<file path="config.mk">
export PLATFORM = sky130hd
export DESIGN_NAME = multi_button_press_classifier
export DESIGN_NICKNAME = d
export VERILOG_FILES = /design/src/mbpc_pkg.sv /design/src/multi_button_press_classifier.sv
export SDC_FILE = /design/constraint.sdc
export NUM_CORES = 1
export LEC_CHECK = 0
export ABC_CLOCK_PERIOD_IN_PS = 4300
export BUFFER_PORTS_ARGS = -buffer_cell sky130_fd_sc_hd__buf_2
export CORE_MARGIN = 2
export CORE_UTILIZATION = 54
export CTS_CLUSTER_DIAMETER = 100
export DETAILED_ROUTE_END_ITERATION = 16
export PLACE_DENSITY = 0.85
export SETUP_SLACK_MARGIN = 0.3
export SYNTH_ARGS = -nofsm -noshare
export SYNTH_HDL_FRONTEND = slang
export SYNTH_SLANG_ARGS = --single-unit
</file>
<file path="constraint.sdc">
create_clock -name clk_i -period 4.3 [get_ports clk_i]
set_clock_uncertainty 0.15 [all_clocks]
set_input_delay 0.215 -clock clk_i [delete_from_list [all_inputs] [get_ports clk_i]]
set_output_delay 0.215 -clock clk_i [all_outputs]
set_load 0.05 [all_outputs]
</file>
<file path="src/mbpc_pkg.sv">
// Shared types and constants for the multi-slot button press classifier.
// Used by multi_button_press_classifier; no other dependencies.
package mbpc_pkg;

  // Slot storage and register layout.
  localparam int SLOTS_DEF   = 4;
  localparam int REG_SLOTS   = 4;
  localparam int PIN_W       = 16;
  localparam int CNT_W       = 8;
  localparam int SEL_W       = 4;
  localparam int SLOT_OUT_W  = 2;
  localparam int CFG_DATA_W  = 64;
  localparam int CFG_ADDR_W  = 3;
  localparam int ACTIVE_W    = 3;

  localparam logic [CNT_W-1:0] COUNT_MAX       = 8'hFF;
  localparam logic [CNT_W-1:0] SHORT_TICKS_RST = 8'd20;
  localparam logic [CNT_W-1:0] LONG_TICKS_RST  = 8'd200;

  // Configuration register indexes.
  typedef enum logic [CFG_ADDR_W-1:0] {
    CFG_PIN_MASKS   = 3'd0,
    CFG_EVENT_SELS  = 3'd1,
    CFG_ACTIVE_CNT  = 3'd2,
    CFG_SHORT_TICKS = 3'd3,
    CFG_LONG_TICKS  = 3'd4
  } cfg_idx_e;

  // Event kinds as carried on the output.
  typedef enum logic [1:0] {
    KIND_SHORT_DOWN  = 2'd0,
    KIND_LONG_DOWN   = 2'd1,
    KIND_SHORT_PRESS = 2'd2,
    KIND_LONG_PRESS  = 2'd3
  } kind_e;

  // Sequencer states.
  typedef enum logic [1:0] {
    ST_IDLE,
    ST_SCAN,
    ST_FLUSH
  } state_e;

  // One event as held in the pending and output registers.
  typedef struct packed {
    logic [SLOT_OUT_W-1:0] slot;
    logic [PIN_W-1:0]      held;
    kind_e                 kind;
    logic                  sel;
  } event_t;

endpackage

</file>
<file path="src/multi_button_press_classifier.sv">
// Multi-slot button press classifier: one slot evaluator shared over a scan.
// Depends on mbpc_pkg for types, register indexes and constants.
//
// Sequence: the idle state takes an item; the scan state evaluates the scanned
// slots one after another, closes the scan and passes to the flush state, which
// sends the last pending event of the item with tlast (scanned slots =
// active_slot_count, capped at SLOTS and at four). A new item is taken only in idle,
// after the last is through; output stalls hold scan and flush. Reset (rst_ni low,
// asynchronous) clears counters, held-pin records, config and control registers.
module multi_button_press_classifier #(
  parameter int SLOTS = mbpc_pkg::SLOTS_DEF
) (
  input  logic                             clk_i,
  input  logic                             rst_ni,
  // Configuration write port.
  input  logic                             cfg_we_i,
  input  logic [mbpc_pkg::CFG_ADDR_W-1:0]  cfg_addr_i,
  input  logic [mbpc_pkg::CFG_DATA_W-1:0]  cfg_data_i,
  // Input stream: tdata = pin_levels[15:0].
  input  logic                             s_axis_tvalid,
  output logic                             s_axis_tready,
  input  logic [15:0]                      s_axis_tdata,
  // Output stream: tdata = slot_index[1:0], held_pins[17:2], zero pad [23:18].
  output logic                             m_axis_tvalid,
  input  logic                             m_axis_tready,
  output logic [23:0]                      m_axis_tdata,
  // tuser = event_kind[1:0], selected[2].
  output logic [2:0]                       m_axis_tuser,
  output logic                             m_axis_tlast
);

  localparam int PIN_W = mbpc_pkg::PIN_W;
  localparam int CNT_W = mbpc_pkg::CNT_W;
  localparam int NSCAN = (SLOTS < mbpc_pkg::REG_SLOTS) ? SLOTS : mbpc_pkg::REG_SLOTS;
  localparam int AW    = (NSCAN > 1) ? $clog2(NSCAN) : 1;
  localparam int IW    = $clog2(NSCAN + 1);

  // Configuration registers.
  logic [mbpc_pkg::CFG_DATA_W-1:0]     pin_masks_q;
  logic [mbpc_pkg::REG_SLOTS*mbpc_pkg::SEL_W-1:0] event_sels_q;
  logic [mbpc_pkg::ACTIVE_W-1:0]       active_q;
  logic [CNT_W-1:0]                    short_q;
  logic [CNT_W-1:0]                    long_q;

  // Slot state.
  logic [CNT_W-1:0] count_q  [NSCAN];
  logic [PIN_W-1:0] record_q [NSCAN];

  // Sequencer and item registers.
  mbpc_pkg::state_e state_q, state_d;
  logic [IW-1:0]    idx_q, idx_d;
  logic [IW-1:0]    scan_q, scan_d;
  logic [PIN_W-1:0] pins_q;

  mbpc_pkg::event_t pend_q, pend_d;
  logic             pend_valid_q, pend_valid_d;
  mbpc_pkg::event_t out_q, out_d;
  logic             out_valid_q, out_valid_d;
  logic             out_last_q, out_last_d;

  // Shared slot evaluator signals.
  logic [AW-1:0]    slot_a;
  logic [PIN_W-1:0] mask;
  logic [mbpc_pkg::SEL_W-1:0] sels;
  logic [PIN_W-1:0] hit;
  logic [CNT_W-1:0] cnt;
  logic [CNT_W-1:0] cnt_inc;
  logic [CNT_W-1:0] cnt_new;
  logic [PIN_W-1:0] rec_new;
  logic             ev_valid;
  mbpc_pkg::kind_e  ev_kind;
  logic             out_free;
  logic             in_scan;
  logic             stall;
  logic             proc;

  assign s_axis_tready = (state_q == mbpc_pkg::ST_IDLE);

  // Configuration writes.
  always_ff @(posedge clk_i or negedge rst_ni) begin
    if (!rst_ni) begin
      pin_masks_q  <= '0;
      event_sels_q <= '0;
      active_q     <= '0;
      short_q      <= mbpc_pkg::SHORT_TICKS_RST;
      long_q       <= mbpc_pkg::LONG_TICKS_RST;
    end else if (cfg_we_i) begin
      unique case (cfg_addr_i)
        mbpc_pkg::CFG_PIN_MASKS:   pin_masks_q  <= cfg_data_i;
        mbpc_pkg::CFG_EVENT_SELS:  event_sels_q <= cfg_data_i[mbpc_pkg::REG_SLOTS*mbpc_pkg::SEL_W-1:0];
        mbpc_pkg::CFG_ACTIVE_CNT:  active_q     <= cfg_data_i[mbpc_pkg::ACTIVE_W-1:0];
        mbpc_pkg::CFG_SHORT_TICKS: short_q      <= cfg_data_i[CNT_W-1:0];
        mbpc_pkg::CFG_LONG_TICKS:  long_q       <= cfg_data_i[CNT_W-1:0];
        default: ;
      endcase
    end
  end

  // Evaluate the slot under the scan index.
  always_comb begin
    slot_a  = idx_q[AW-1:0];
    mask    = pin_masks_q[slot_a * PIN_W +: PIN_W];
    sels    = event_sels_q[slot_a * mbpc_pkg::SEL_W +: mbpc_pkg::SEL_W];
    hit     = pins_q & mask;
    cnt     = count_q[slot_a];
    rec_new = record_q[slot_a];
    cnt_inc = cnt + CNT_W'(1);
    cnt_new = cnt;
    ev_valid = 1'b0;
    ev_kind  = mbpc_pkg::KIND_SHORT_DOWN;
    if (hit != '0) begin
      if (cnt != mbpc_pkg::COUNT_MAX) begin
        rec_new = hit;
        cnt_new = cnt_inc;
        if (cnt_inc == short_q) begin
          ev_valid = 1'b1;
          ev_kind  = mbpc_pkg::KIND_SHORT_DOWN;
        end else if (cnt_inc == long_q) begin
          ev_valid = 1'b1;
          ev_kind  = mbpc_pkg::KIND_LONG_DOWN;
        end
      end
    end else begin
      // Release: a long press wins over a short press.
      cnt_new = '0;
      if (cnt >= long_q) begin
        ev_valid = 1'b1;
        ev_kind  = mbpc_pkg::KIND_LONG_PRESS;
      end else if (cnt >= short_q) begin
        ev_valid = 1'b1;
        ev_kind  = mbpc_pkg::KIND_SHORT_PRESS;
      end
    end
  end

  // A new event pushes the pending one out, so it waits for a free output.
  assign out_free = !out_valid_q || m_axis_tready;
  assign in_scan  = (state_q == mbpc_pkg::ST_SCAN) && (idx_q != scan_q);
  assign stall    = ev_valid && pend_valid_q && !out_free;
  assign proc     = in_scan && !stall;

  // Next state, pending event and output register.
  always_comb begin
    state_d      = state_q;
    idx_d        = idx_q;
    scan_d       = scan_q;
    pend_d       = pend_q;
    pend_valid_d = pend_valid_q;
    out_d        = out_q;
    out_last_d   = out_last_q;
    out_valid_d  = out_valid_q && !m_axis_tready;
    unique case (state_q)
      mbpc_pkg::ST_IDLE: begin
        if (s_axis_tvalid) begin
          idx_d   = '0;
          scan_d  = (active_q > mbpc_pkg::ACTIVE_W'(NSCAN)) ? IW'(NSCAN) : IW'(active_q);
          state_d = mbpc_pkg::ST_SCAN;
        end
      end
      mbpc_pkg::ST_SCAN: begin
        if (idx_q == scan_q) begin
          state_d = mbpc_pkg::ST_FLUSH;
        end else if (proc) begin
          idx_d = idx_q + IW'(1);
          if (ev_valid) begin
            if (pend_valid_q) begin
              out_d       = pend_q;
              out_last_d  = 1'b0;
              out_valid_d = 1'b1;
            end
            pend_d.slot  = mbpc_pkg::SLOT_OUT_W'(slot_a);
            pend_d.held  = rec_new;
            pend_d.kind  = ev_kind;
            pend_d.sel   = sels[ev_kind];
            pend_valid_d = 1'b1;
          end
        end
      end
      mbpc_pkg::ST_FLUSH: begin
        // The last event of the item leaves with tlast set.
        if (!pend_valid_q) begin
          state_d = mbpc_pkg::ST_IDLE;
        end else if (out_free) begin
          out_d        = pend_q;
          out_last_d   = 1'b1;
          out_valid_d  = 1'b1;
          pend_valid_d = 1'b0;
          state_d      = mbpc_pkg::ST_IDLE;
        end
      end
      default: state_d = mbpc_pkg::ST_IDLE;
    endcase
  end

  // Control registers.
  always_ff @(posedge clk_i or negedge rst_ni) begin
    if (!rst_ni) begin
      state_q      <= mbpc_pkg::ST_IDLE;
      idx_q        <= '0;
      scan_q       <= '0;
      pend_valid_q <= 1'b0;
      out_valid_q  <= 1'b0;
    end else begin
      state_q      <= state_d;
      idx_q        <= idx_d;
      scan_q       <= scan_d;
      pend_valid_q <= pend_valid_d;
      out_valid_q  <= out_valid_d;
    end
  end

  // Payload registers.
  always_ff @(posedge clk_i) begin
    pend_q     <= pend_d;
    out_q      <= out_d;
    out_last_q <= out_last_d;
    if (s_axis_tvalid && s_axis_tready) begin
      pins_q <= s_axis_tdata;
    end
  end

  // Slot counters and held-pin records.
  always_ff @(posedge clk_i or negedge rst_ni) begin
    if (!rst_ni) begin
      for (int k = 0; k < NSCAN; k++) begin
        count_q[k]  <= '0;
        record_q[k] <= '0;
      end
    end else if (proc) begin
      count_q[slot_a]  <= cnt_new;
      record_q[slot_a] <= rec_new;
    end
  end

  // Output ports.
  assign m_axis_tvalid = out_valid_q;
  assign m_axis_tdata  = {6'b0, out_q.held, out_q.slot};
  assign m_axis_tuser  = {out_q.sel, out_q.kind};
  assign m_axis_tlast  = out_last_q;

  // Nothing is left pending once the block is ready for the next item.
  a_idle_no_pend: assert property (@(posedge clk_i) disable iff (!rst_ni)
    (state_q == mbpc_pkg::ST_IDLE) |-> !pend_valid_q)
    else $error("pending event left over while idle");

  // The scan index never runs past the scanned slot count.
  a_scan_bound: assert property (@(posedge clk_i) disable iff (!rst_ni)
    (state_q == mbpc_pkg::ST_SCAN) |-> (idx_q <= scan_q))
    else $error("scan index beyond scan count");

  // A flush with nothing pending returns straight to idle.
  a_flush_exit: assert property (@(posedge clk_i) disable iff (!rst_ni)
    (state_q == mbpc_pkg::ST_FLUSH && !pend_valid_q) |=> (state_q == mbpc_pkg::ST_IDLE))
    else $error("flush did not return to idle");

endmodule
</file>
==> Yosys cells after proc, flatten, opt, wreduce, memory -nomap -nowiden <==
Index checks and enable logic that the tools add are counted.
{ "totals": {"reg_bits": 264, "inputBits": 88, "elab_cells": 156} }
{ "classes": {"addsub": 2, "eq_ne": 20, "n_bitwise": 3, "shifts": 2, "n_reduce_logical": 28, "n_mux": 67, "order_cmp": 6} }
{ "ops": {"columns": ["cell", "count"], "rows": [
  ["21-bit two-way mux", 6],
  ["16-bit two-way mux", 5],
  ["64-bit bitwise mux", 1],
  ["64-bit by 7-bit indexed part select with 16-bit output", 1],
  ["21-bit one-hot mux with 2 select lines", 1],
  ["8-bit two-way mux", 5],
  ["16-bit binary-select mux with 2-bit select", 1],
  ["32-bit bitwise mux", 1],
  ["16-bit demux with 2-bit select", 1],
  ["1-bit two-way mux", 27],
  ["16-bit bitwise AND", 1],
  ["8-bit binary-select mux with 2-bit select", 1],
  ["8-bit demux with 2-bit select", 1],
  ["8-bit == test", 2],
  ["8-bit >= comparator", 2],
  ["16-bit nonzero test", 1],
  ["16-bit by 5-bit indexed part select with 4-bit output", 1],
  ["2-bit two-way mux", 7],
  ["2-bit != test, second input constant", 7],
  ["3-bit two-way mux", 4],
  ["2-bit AND reduction", 6],
  ["4-bit AND reduction", 3],
  ["8-bit by 1-bit adder with 8-bit output, second input constant", 1],
  ["8-bit != test, second input constant", 1],
  ["other kinds (28)", 41]
]} }

==> Depth between registers and ports, before layout <==
Gate-level depths: netlist (run 1).
{ "logic_depth": {"ltp_word": 17, "depth_mapped": 15, "depth_no_buf": 12} }

==> Worst setup path before layout (run 1) <==
OpenSTA, ideal clock, no wires.
{ "synth_path": {"path_type": "reg2reg", "from": "register idx_q[0]", "to": "register out_q, in the netlist m_axis_tdata[0] (enable)", "arrival_time_ns": 4.128, "slack_ns": -0.386, "path_stages_with_launch": 13, "cell_sequence": "dfrtp_1 buf_6 mux4_2 ha_1 and3_1 buf_6 a32oi_1 or3b_1 a2111oi_4 a21o_2 a22oi_2 nand2b_1 a21oi_1"} }
{ "synth_via": {"elab_chain_cells": 16, "elab_cells_between_ends": 30, "cone_classes": "add/sub: 1; order compare: 2; eq/ne: 8; shift: 1; mux: 9; bitwise: 2; reduce/logical: 7"} }
{ "synth_rtl": {"columns": ["item", "line_no", "source"], "rows": [
  ["start: declaration", "multi_button_press_classifier.sv:51", "logic [IW-1:0] idx_q, idx_d;"],
  ["start signal: assignment", "multi_button_press_classifier.sv:205", "idx_q <= idx_d;"],
  ["2-bit inverter with 3-bit output (not written as such)", "multi_button_press_classifier.sv:105", "cnt = count_q[slot_a];"],
  ["8-bit binary-select mux with 2-bit select", "multi_button_press_classifier.sv:105", null],
  ["8-bit two-way mux (not written as such) (2 in series)", "multi_button_press_classifier.sv:105", null],
  ["8-bit by 1-bit adder with 8-bit output", "multi_button_press_classifier.sv:107", "cnt_inc = cnt + CNT_W'(1);"],
  ["8-bit == test", "multi_button_press_classifier.sv:118", "end else if (cnt_inc == long_q) begin"],
  ["1-bit two-way mux", "multi_button_press_classifier.sv:118", null],
  ["1-bit two-way mux", "multi_button_press_classifier.sv:115", "if (cnt_inc == short_q) begin"],
  ["1-bit two-way mux", "multi_button_press_classifier.sv:112", "if (cnt != mbpc_pkg::COUNT_MAX) begin"],
  ["1-bit two-way mux", "multi_button_press_classifier.sv:111", "if (hit != '0) begin"],
  ["1-bit logical AND (2 in series)", "multi_button_press_classifier.sv:139", "assign stall = ev_valid && pend_valid_q && !out_free;"],
  ["1-bit zero test", "multi_button_press_classifier.sv:140", "assign proc = in_scan && !stall;"],
  ["1-bit logical AND", "multi_button_press_classifier.sv:140", null],
  ["2-bit != test (no line)", null, null],
  ["7-bit AND reduction (no line) (*)", null, null],
  ["end signal: assignment", "multi_button_press_classifier.sv:215", "out_q <= out_d;"],
  ["end: declaration", "multi_button_press_classifier.sv:57", "mbpc_pkg::event_t out_q, out_d;"]
]} }
Every way passes the cells marked *; elsewhere a longest branch is shown, timed or not. The select of a mux whose other input is x is not followed.
A chain may end at the register's enable or synchronous reset.

==> Worst setup path in the final report (run 1) <==
{ "layout_path": {"from": "register idx_q[0]", "to": "register record_q[5] (netlist bit)"} }
{ "layout_via": {"elab_chain_cells": 14, "elab_cells_between_ends": 36, "cone_classes": "add/sub: 1; order compare: 4; eq/ne: 4; shift: 1; mux: 17; bitwise: 2; reduce/logical: 7"} }
{ "layout_rtl": {"columns": ["item", "line_no", "source"], "rows": [
  ["2-bit inverter with 3-bit output (not written as such)", "multi_button_press_classifier.sv:105, multi_button_press_classifier.sv:106, multi_button_press_classifier.sv:231", null],
  ["8-bit binary-select mux with 2-bit select", "multi_button_press_classifier.sv:105", null],
  ["8-bit two-way mux (not written as such) (2 in series)", "multi_button_press_classifier.sv:105", null],
  ["8-bit by 1-bit adder with 8-bit output", "multi_button_press_classifier.sv:107", null],
  ["8-bit == test", "multi_button_press_classifier.sv:118", null],
  ["1-bit two-way mux", "multi_button_press_classifier.sv:118", null],
  ["1-bit two-way mux", "multi_button_press_classifier.sv:115", null],
  ["1-bit two-way mux", "multi_button_press_classifier.sv:112", null],
  ["1-bit two-way mux", "multi_button_press_classifier.sv:111", null],
  ["1-bit logical AND (2 in series)", "multi_button_press_classifier.sv:139", null],
  ["1-bit zero test", "multi_button_press_classifier.sv:140", null],
  ["1-bit logical AND", "multi_button_press_classifier.sv:140", null],
  ["end signal: indexed assignment", "multi_button_press_classifier.sv:231", "record_q[slot_a] <= rec_new;"],
  ["end: declaration", "multi_button_press_classifier.sv:47", "logic [PIN_W-1:0] record_q [NSCAN];"]
]} }
Parallel ways exist; a longest one is shown, timed or not. The select of a mux whose other input is x is not followed.

==> results of run 1 <==
==> flip-flops by register name, summed over array words and instances (netlist names) <==
name,flops
active_q,3
count_q,32
event_sels_q,16
idx_q,3
long_q,8
m_axis_tdata,18
m_axis_tlast,1
m_axis_tuser,3
m_axis_tvalid,1
pend_q,21
pend_valid_q,1
pin_masks_q,64
pins_q,16
record_q,64
scan_q,3
short_q,8
state_q,2
==> worst max path at each step <==
stage	start	endpoint	slack [ns]	cells after the start
global placement	idx_q[0]$_DFFE_PN0P_	record_q[63]$_DFFE_PN0P_	0.19	12
CTS	idx_q[0]$_DFFE_PN0P_	record_q[50]$_DFFE_PN0P_	0.29	13
floorplan	idx_q[0]$_DFFE_PN0P_	m_axis_tdata[0]$_DFFE_PP_	0.36	12
detailed placement	idx_q[0]$_DFFE_PN0P_	record_q[50]$_DFFE_PN0P_	0.07	12
global route	idx_q[0]$_DFFE_PN0P_	record_q[5]$_DFFE_PN0P_	0.01	13
finish	idx_q[0]$_DFFE_PN0P_	record_q[5]$_DFFE_PN0P_	0.01	13
==> layer usage <==
layer,vias up,GRT usage (%),wire length [µm]
met2,583,47.3,18400
met1,4407,33.8,13300
met3,129,4.74,2950
li1,3553,-,-
met4,0,10.1,1630
met5,-,0,0
==> cell usage in the layout, fill, tap and decap left out, types with 45 or more instances in the layout <==
master           n
buf_2          110
mux2_2         101
nand2_1         55
edfxtp_1        59
buf_4           48
mux4_2          45
dlygate4sd3_1   83
mux2_4          53
dfrtp_1        198
==> worst max-delay path, cell delays in order (launching register included) <==
cell and delay, ns:
dfrtp_2 0.50, buf_4 0.19, mux4_2 0.62, buf_4 0.19, nand3_2 0.16, nor3_2 0.10
or3_1 0.43, a2111oi_4 0.45, a21o_2 0.19, buf_6 0.10, a211oi_2 0.05, or3_4 0.51
clkbuf_16 0.21, mux2_4 0.31
==> cell families after synthesis <==
family,share of synthesized area (%)
AO/OA/AOI/OAI,5.24
multiplexers,26.6
XOR/XNOR,1.48
AND/OR/NAND/NOR,4.30
other,0.0308
flip-flops,56.7
buffers and inverters,3.24
adder cells (fa/ha/maj),2.46
==> layout make-up <==
cell class	count	area (µm²)	area share, %
well taps	280	350	2.22
repair buffers	263	2180	13.8
inverters	37	139	0.881
flip-flops and latches	264	6910	43.9
multi-input cells	487	5210	33.1
diodes	1	2.50	0.0159
clock buffers	34	764	4.85
clock inverters	18	204	1.29
==> power groups by stage <==
stage | Sequential [mW] | Combinational [mW] | Clock [mW]
after floorplan | 3.50 | 2.34 | 0
after global placement | 3.60 | 2.91 | 0
after detailed placement | 3.64 | 3.01 | 0
after CTS | 3.63 | 3.38 | 2.53
after global routing | 3.77 | 4.32 | 2.67
final | 3.74 | 4.13 | 2.55
==> repair_timing <==
item | CTS | global route
setup buffers | 16 | 22
hold buffers | 83 | 0
endpoints found under the setup margin | 139 | 139
gates resized for setup | 19 | 54
hold endpoints to repair | 230 | 0
pin swaps | 6 | 16
cloned | 3 | 7
==> run summary, run 1 <==
The run finished with clean final reports. The number of DRC markers after the initial detailed-route iteration came out at 921. The post-detailed-route via-to-cell ratio came out at 6.27.

Summed over all layers, the routed wires come to 36.4 mm. The total DRC errors in the routed layout is 0. The die boundary width is 154 µm. The synthesized design contains 59 enable-type register cells. The proportion of total power due to net switching is 34.9%. Clock latency on the worst-skew pair, taken at its later pin, is 0.57 ns. The data arrival time of the worst path came out at 4.60 ns. Summing internal, switching and leakage power gives 10.4 mW. Among all cell types in the netlist, the one instantiated most often is dfrtp_1.

For hold timing, the worst endpoint is long_q[7]$_DFFE_PN1P_. The effective utilization at floorplan came out at 55.5%. Ranked by instance count, the synthesized netlist is headed by dfrtp_1 (200), mux2_2 (105), edfxtp_1 (59), mux2_1 (58), nand2_1 (55). The launching point of the worst reg2reg path is idx_q[0]$_DFFE_PN0P_. The H-tree depth came out at 1. The aggregate negative setup slack came out at 0 ns. At the end of the flow, the number of nets in the layout was 1193.

The height of the die is 154 µm. The number of max-slew violations in the final report is 0. The number of clock sinks came out at 264. The final-report setup violation count is 0.

The HPWL reported at the end of detailed placement is 18.1 mm. The critical path class is flop to flop. The actual transition at the worst max-transition pin is 1.13 ns. The async set or reset register ratio after synthesis is 77.7%.

The full die area came out at 23800 µm². The count of antenna-violating nets left after detailed routing came out at 0. The final cell utilization of the core is 71.8%. Setup repair after global routing could not meet its margin everywhere. The number of global-route vias before repair came out at 8767.

The setup slack of the worst register-to-register path came out at 0.01 ns. In the finished design, the share of the clock period the worst path needs comes to 99.7%. The proportion of layout cells with a drive suffix above 1 came out at 42.3%. The overall global routing resource usage is 27.0%.

The clock root buffer is clkbuf_16. Timing analysis after detailed placement gives a worst setup slack of 0.0666 ns. The cell row count came out at 54. Among all flip-flop cells after synthesis, the most frequent one is dfrtp_1. In this run the critical register-to-register path is captured at record_q[5]$_DFFE_PN0P_. The final hold violation count came out at 0. The post-detailed-route wirelength per cell is 26.3 µm. The required time of the critical path is 4.61 ns. Summing the sequential cell areas from Yosys gives 56.7% of the chip area.

In this run the power density over the cells is 661 nW/µm². After routing the design area is 15800 µm². The number of different library cells in the post-synthesis netlist came out at 63. Sorting the synthesized cells by area gives the leading types as dfrtp_1 (41%), edfxtp_1 (15%), mux2_2 (9.7%), mux4_2 (7.9%), mux2_1 (5.4%). In this run, flip-flops and latches consume 35.9% of the power. In this run, the clock network consumes 24.5% of the power. Summed over all instances, the cell type with the most area after synthesis is dfrtp_1.

The internal cell power came out at 6.78 mW. The worst reg-to-reg path cell count came out at 13. The clock transition time at the flip-flop clock pins of the worst setup and hold paths came out at 0.07 ns. The worst vdd rail ir drop came out at 0.437 mV. Input and output buffers added on the ports amount to 111. In this run the most critical hold path is launched from cfg_addr_i[0].

The number of max-cap violations came out at 0. The endpoint kind of the worst setup timing path is a flop. The total leakage power is 7.03 nW. The hold-critical path depth is 5. For the finished layout, the period the worst path requires is 4.29 ns. Once placement finished, the instance area stood at 13100 µm². The post-layout instance count excluding filler cells came out at 1384. The first-pass GRT wire length is 49.6 mm. TritonCTS built the clock tree. The post-synthesis to final-layout area growth is 29.3%.

The filler cell count in the final layout is 1243. The total congestion overflow after global routing is 0. The combinational fraction of design power came out at 39.6%.

The final weighted congestion of routability-driven global placement is 0.951. Of all nets on the critical path, the largest fanout is 7. The fraction of synthesized cell area taken by the top area cell type is 41.1%. Entering global routing, the biggest net connects 117 pins. In this run the power spent charging and discharging nets is 3.64 mW. The number of antenna violations at the first check in global routing came out at 1.

The number of cells in the design after placement came out at 1200. The worst setup path is launched from a flop. The synthesized netlist occupies a cell area of 12200 µm². The total number of vias is 8672. Before antenna repair, the detailed router went through 4 iterations. The final worst setup slack is 0.0119 ns. The number of ports placed on the die boundary is 118. The min-delay analysis places its worst path in the category primary input to flop. The hold slack is 0.0368 ns.

Yosys printed 0 warnings. The clock passes through at most 3 buffers. After synthesis the netlist holds a flip-flop and latch count of 264.

The relative slew slack came out at 24.5%. The region available for standard cell placement spans 22000 µm². The highest achievable clock rate came out at 233 MHz. In this run, CTS created clock tree buffers numbering 28. The synthesized area per cell is 14.8 µm². The synthesized instance count is 826.
No activity file was read; power rests on OpenSTA's default activity.
==> run 2: changes to the inputs <==
ABC_CLOCK_PERIOD_IN_PS = 4360   (was 4300)
CORE_UTILIZATION = 55   (was 54)
PLACE_DENSITY = 0.83   (was 0.85)
clock period = 4.36 ns   (was 4.3 ns; I/O delays follow)
==> run 2 against run 1 <==
Compared with the run above: sequential share of layout area grew 1.8 points; largest power group is now registers; clock-buffer cell count is 7 higher; clock power shrank 7%; critical path depth fell by 1; sequential power decreased by 5%; combinational power is 19% lower.
==> run summary, run 2 (synthesis gave the netlist of run 1 again) <==
The run finished with clean final reports. The required time of the critical path is 4.64 ns (+0.03 ns). The count of antenna-violating nets left after detailed routing is 0 (unchanged). STA classifies the critical path endpoint as a flop. The relative slew slack came to 28.0% (+3.5 points). Leaving out fill and tap cells, the most frequent cell in the layout is dfrtp_1. TritonCTS built the clock tree. The HPWL reported at the end of detailed placement came out at 18.0 mm (-0.70%).

The hold-critical path depth came out at 5 (unchanged). The full die area is 23400 µm² (-1.8%). The core region area came out at 21800 µm² (-0.62%). The share of the clock period used by the worst path after layout came out at 92.1% (-7.6 points).

The total leakage power came out at 6.69 nW (-4.9%). The clock root buffer is clkbuf_16. The worst register-to-register path begins at idx_q[0]$_DFFE_PN0P_. The port buffer count is 111 (unchanged). The number of antenna violations at the first check in global routing came to 1 (unchanged).

The number of nets in the final layout came to 1174 (-1.6%). The worst vdd rail ir drop is 0.371 mV (-15%). The maximum count of clock buffers along a single path is 3 (unchanged). The post-layout minimum cycle time was 4.02 ns (-0.273 ns). The number of ports placed on the die boundary is 118 (unchanged). The highest achievable clock rate came out at 249 MHz (+6.8%).

Setup repair after global routing left no endpoint under its margin. The cell with the largest stage delay on the worst path is mux4_2. The cell area power density was 613 nW/µm² (-7.3%).

The clock transition time at the flip-flop clock pins of the worst setup and hold paths is 0.06 ns (about the same). The worst reg-to-reg path cell count was 12 (-1). The final hold violation count came out at 0 (unchanged). The cell area after placement came out at 13100 µm² (about the same). The aggregate negative setup slack was 0 ns (unchanged). The number of clock sinks is 264 (unchanged). The final design area excluding fillers is 15100 µm² (-3.9%).

The proportion of layout cells with a drive suffix above 1 came out at 36.7% (-5.6 points). In this run the critical register-to-register path is captured at record_q[14]$_DFFE_PN0P_. The critical path goes through buf_6 > mux4_2 > buf_4 > xnor2_1 > a221oi_1 > o2111ai_1 > a2111oi_2 > a21o_2 > a211oi_2 > or3_4 > clkbuf_16 > mux2_4.

The final routed wirelength across all metal layers came out at 29.2 mm (-20%). The H-tree depth is 1 (unchanged). The height of the die came out at 153 µm (-0.89%). The worst hold path startpoint is cfg_addr_i[0]. The actual transition at the worst max-transition pin came to 1.08 ns (-0.0520 ns). The total DRC errors in the routed layout came out at 0 (unchanged). The largest registers in the layout are pin_masks_q: 64 flops, record_q: 64 flops, count_q: 32 flops. The data arrival time of the worst path is 4.30 ns (-0.30 ns).

The stage delay of the slowest cell on the critical path is 0.61 ns (about the same). The buffers plus inverters on the worst setup path is 3 (-1). The critical path class is flop to flop. The post-detailed-route wirelength per cell is 21.4 µm (-18%). The hold slack is 0.0341 ns (-0.00273 ns). The worst hold path class is primary input to flop. The number of max-cap violations came to 0 (unchanged). The worst-case hold path end point is long_q[3]$_DFFE_PN1P_. The peak fanout along the critical path is 12 (+5). The die boundary width is 153 µm (-0.89%). The overall global routing resource usage came out at 24.9% (-2.0 points). The first-pass GRT wire length is 45.9 mm (-7.5%). The total number of vias is 7899 (-8.9%).

The final weighted congestion of routability-driven global placement is 0.878 (-7.7%). The number of DRC markers after the initial detailed-route iteration is 508 (-45%). The latest clock arrival within the worst-skew pair is 0.56 ns (about the same). The CTS buffer count came out at 27 (-3.6%). The number of max-slew violations in the final report is 0 (unchanged). The first-pass iteration count of the detailed router is 5 (+1). The maximum number of pins on one net before global-route repair came out at 116 (-0.85%). The effective utilization at floorplan is 55.9% (+0.34 points).

The setup slack of the worst register-to-register path is 0.34 ns (+0.33 ns). The worst setup path is launched from a flop. Broken down by cell family, the worst path's largest delay share belongs to compound AO/OA/AOI/OAI gates. The filler cell count in the final layout came out at 1383 (+11%).

The cell row count was 54 (unchanged). The post-synthesis to final-layout area growth is 24.3%. The total congestion overflow after global routing was 0 (unchanged). The post-detailed-route via-to-cell ratio was 5.80 (-7.5%).

In the layout the commonest cells are dfrtp_1 (198), buf_2 (110), mux2_2 (105). The number of global-route vias before repair is 8432 (-3.8%). The final-report setup violation count is 0 (unchanged).
==> run 2: changes by cell type in the layout (fill, tap and decap cells not counted), moves of 4 or more <==
| cell | change |
|---|---|
| mux2_4 | -35 |
| mux2_2 | +4 |
| inv_4 | -4 |
| buf_12 | -5 |
| clkbuf_16 | -5 |
| clkinv_2 | -5 |
| buf_4 | -6 |
| mux2_1 | +31 |
| clkbuf_1 | +9 |
==> run 2: per-stage QoR <==
| stage | cells | utilization, % | total power [mW] | setup slack, ns |
|---|---|---|---|---|
| 6_report | 1363 | 69.4 | 9.28 | 0.345 |
| 5_1_grt | 1363 | 69.4 | 9.73 | 0.152 |
| 4_1_cts | 1335 | 68.1 | 9.00 | 0.312 |
| 3_5_place_dp | 1203 | 60.2 | 6.57 | 0.289 |
| 3_3_place_gp | 1203 | 60.2 | 6.45 | 0.374 |
| 2_1_floorplan | 831 | - | 5.75 | 0.288 |
==> run 2: where the power goes <==
group	internal, mW	leakage [nW]	switching, mW
Combinational	1.67	3.16	1.68
Sequential	3.20	3.10	0.376
Clock	1.39	0.435	0.972
Total	6.25	6.69	3.03
==> run 2: tightest hold or removal path: stages <==
cell     delay (ns)
buf_2          0.13
nor3_1         0.06
buf_4          0.17
nand2_1        0.07
o21ai_0        0.07
==> run 2: layer usage <==
layer / vias to the layer above / routed length (µm) / global-route usage (%)
met3: 75 / 1860 / 4.08
met2: 305 / 14600 / 42.5
li1: 3502 / - / -
met5: - / 0 / 0
met1: 4017 / 11700 / 32.9
met4: 0 / 999 / 8.60
==> run 2: cell type report <==
cell class	instances	area, µm²	area share (%)
Antenna cell	1	2.50	0.0165
Clock buffer	41	759	5.01
Multi-Input combinational cell	486	4980	32.8
Inverter	37	139	0.917
Tap cell	280	350	2.31
Clock inverter	8	138	0.908
Sequential cell	264	6910	45.6
Timing Repair Buffer	246	1870	12.4
==> run 2: worst max-delay path by stage <==
stage                         startpoint  cells after the start                         to  slack (ns)
floorplan           idx_q[0]$_DFFE_PN0P_                     12  m_axis_tdata[0]$_DFFE_PP_        0.29
global placement    idx_q[0]$_DFFE_PN0P_                     13   record_q[15]$_DFFE_PN0P_        0.37
detailed placement  idx_q[0]$_DFFE_PN0P_                     13   record_q[15]$_DFFE_PN0P_        0.29
CTS                 idx_q[0]$_DFFE_PN0P_                     13    record_q[1]$_DFFE_PN0P_        0.31
global route        idx_q[0]$_DFFE_PN0P_                     12   record_q[14]$_DFFE_PN0P_        0.15
finish              idx_q[0]$_DFFE_PN0P_                     12   record_q[14]$_DFFE_PN0P_        0.34
==> run 2: what timing repair did <==
action,CTS,global route
pin swaps,2,3
cloned,0,1
hold buffers,83,0
resized for setup,2,17
buffers inserted,0,26
hold endpoints to repair,226,0
endpoints found under the setup margin,47,138
==> run 3: changes to the inputs <==
CORE_UTILIZATION = 59   (was 55)
PLACE_DENSITY = 0.88   (was 0.83)
==> run 3 against run 2 <==
Compared with the run above: die area shrank 6.6%; critical path depth grew 3; critical path type unchanged; clock-buffer cell count shrank 2; cell count shrank 0.22%; non-clock buffer count grew 7.
==> run summary, run 3 (synthesis gave the netlist of run 1 again) <==
The flow ran to the end, and the final reports show no timing, DRC or antenna violations. The tree is rooted in a clkbuf_16. The combinational fraction of design power came out at 38.1% (+2.0 points). The post-synthesis to final-layout area growth came out at 27.0%.

The critical path class is flop to flop. The overall global routing resource usage came out at 31.1% (+6.1 points). The most common cell after layout, fill and taps aside is dfrtp_1. The HPWL reported at the end of detailed placement is 18.0 mm (about the same).

The worst setup path is launched from a flop. The count of inserted antenna diode cells is 0 (-1). The number of nets in the final layout came out at 1182 (+0.68%). The post-route total power is 9.87 mW (+6.4%). The clock network power share was 24.4% (-1.0 points). The die boundary width came out at 148 µm (-3.4%). The total leakage power is 6.86 nW (+2.5%). The post-detailed-route via-to-cell ratio is 6.37 (+9.9%). The worst hold path class is primary input to flop.

The relative slew slack is 28.5% (+0.45 points). The height of the die was 148 µm (-3.4%). The number of DRC markers after the initial detailed-route iteration is 942 (+85%). The post-detailed-route wirelength per cell came out at 26.7 µm (+24%). The maximum number of pins on one net before global-route repair came to 117 (+0.86%).

The clock transition time at the flip-flop clock pins of the worst setup and hold paths is 0.06 ns (about the same). The count of antenna-violating nets left after detailed routing came out at 0 (unchanged). The full die area is 21800 µm² (-6.6%). The final hold violation count is 0 (unchanged).

The total DRC errors in the routed layout was 0 (unchanged). The net switching power of the design came to 3.42 mW (+13%). The number of ports placed on the die boundary came out at 118 (unchanged). The number of max-cap violations is 0 (unchanged). The proportion of layout cells with a drive suffix above 1 is 38.8% (+2.1 points). Setup repair after global routing could not meet its margin everywhere. The effective utilization at floorplan was 60.3% (+4.4 points). The total number of vias is 8662 (+9.7%). In the layout the commonest cells are dfrtp_1 (198), buf_2 (110), mux2_2 (104). The final cell utilization of the core is 76.5% (+7.1 points).

The data arrival time of the worst path is 4.45 ns (+0.15 ns). The required time of the critical path is 4.62 ns (-0.02 ns). The worst setup path is captured at a flop. The total congestion overflow after global routing is 0 (unchanged). The post-layout minimum cycle time is 4.19 ns (+0.171 ns). The final routed wirelength across all metal layers came to 36.2 mm (+24%).

The first-pass GRT wire length came out at 51.1 mm (+11%). TritonCTS built the clock tree. The final-report setup violation count came out at 0 (unchanged). The aggregate negative setup slack was 0 ns (unchanged). In the final layout, the registers with the most flip-flops are pin_masks_q: 64 flops, record_q: 64 flops, count_q: 32 flops.

The maximum count of clock buffers along a single path came out at 3 (unchanged). The CTS buffer count came to 27 (unchanged). The cell area power density is 638 nW/µm² (+4.1%). The internal cell power is 6.45 mW (+3.2%). The latest clock arrival within the worst-skew pair is 0.56 ns (about the same). The cell row count is 52 (-3.7%). The number of global-route vias before repair came out at 8777 (+4.1%). The number of max-slew violations in the final report came out at 0 (unchanged).

The number of antenna violations at the first check in global routing was 0 (-1). The peak fanout along the critical path is 6 (-6). The first-pass iteration count of the detailed router is 5 (unchanged). The highest achievable clock rate was 239 MHz (-4.1%). The actual transition at the worst max-transition pin is 1.07 ns (-0.00673 ns). The number of clock sinks is 264 (unchanged). The share of the clock period used by the worst path after layout is 96.0% (+3.9 points).

The proportion of total power due to net switching came to 34.6% (+2.0 points). The final weighted congestion of routability-driven global placement is 0.881 (+0.33%). The port buffer count came out at 111 (unchanged). The worst vdd rail ir drop came out at 0.440 mV (+19%). The sequential fraction of design power came out at 37.4% (-1.1 points). The H-tree depth came out at 1 (unchanged). The core region area was 20200 µm² (-7.3%).
-- run 3: per-stage QoR --
step                cell area (µm²)  std cells  setup slack [ns]  hold WS [ns]
global placement              13100       1189             0.340         0.247
global route                  15500       1360             0.126        0.0547
floorplan                     12200        831             0.288        -0.228
detailed placement            13100       1189             0.209         0.247
CTS                           15000       1327             0.293        0.0246
finish                        15500       1360             0.173        0.0488
-- run 3: final cells by class --
type / count / area (µm²)
Tap cell: 270 / 338
Clock inverter: 10 / 113
Fill cell: 1017 / 4750
Inverter: 37 / 139
Sequential cell: 264 / 6910
Multi-Input combinational cell: 487 / 5070
Clock buffer: 39 / 813
Timing Repair Buffer: 253 / 2100
-- run 3: timing repair --
item | CTS | global route
endpoints found under the hold margin | 225 | 0
endpoints found under the setup margin | 89 | 133
hold buffers | 83 | 0
buffers inserted | 4 | 28
pin swaps | 2 | 11
resized for setup | 5 | 30
cloned | 2 | 5
-- run 3: per-layer routing --
metal | global-route usage [%] | vias to the layer above | share of wire [%]
met4 | 19.4 | 0 | 8.4
met3 | 6.67 | 200 | 9.1
li1 | - | 3520 | -
met1 | 38.8 | 4334 | 35
met5 | 0 | - | 0
met2 | 50.0 | 608 | 47
-- run 3: worst paths after layout --
| check | endpoint | from | cells past startpoint | slack [ns] |
|---|---|---|---|---|
| max in group asynchronous | record_q[59]$_DFFE_PN0P_ | rst_ni | 3 | 2.80 |
| min in group asynchronous | pin_masks_q[35]$_DFFE_PN0P_ | rst_ni | 2 | 0.19 |
| max | record_q[43]$_DFFE_PN0P_ | idx_q[0]$_DFFE_PN0P_ | 15 | 0.17 |
| min | active_q[0]$_DFFE_PN0P_ | cfg_addr_i[0] | 3 | 0.05 |
| min reg2reg | m_axis_tuser[0]$_DFFE_PP_ | pend_q[1]$_DFFE_PP_ | 0 | 0.27 |
| max reg2reg | record_q[43]$_DFFE_PN0P_ | idx_q[0]$_DFFE_PN0P_ | 15 | 0.17 |
-- run 3: critical path, cell delays in order (launching register included) --
cell and delay [ns]:
dfrtp_2 0.46, mux4_2 0.62, ha_4 0.23, and3_4 0.17, buf_4 0.14, buf_4 0.13, a311oi_1 0.26, o211ai_1 0.24
a2111oi_4 0.28, a21o_2 0.23, a22oi_2 0.09, buf_4 0.18, o211ai_4 0.25, clkbuf_16 0.20, buf_12 0.13, mux2_4 0.30
-- run 3: power by group through the flow --
stage | registers (mW) | logic [mW] | clock network [mW]
CTS | 3.59 | 3.19 | 2.39
finish | 3.70 | 3.76 | 2.41
global route | 3.72 | 3.95 | 2.52
global placement | 3.55 | 2.89 | 0
floorplan | 3.45 | 2.30 | 0
detailed placement | 3.60 | 2.99 | 0
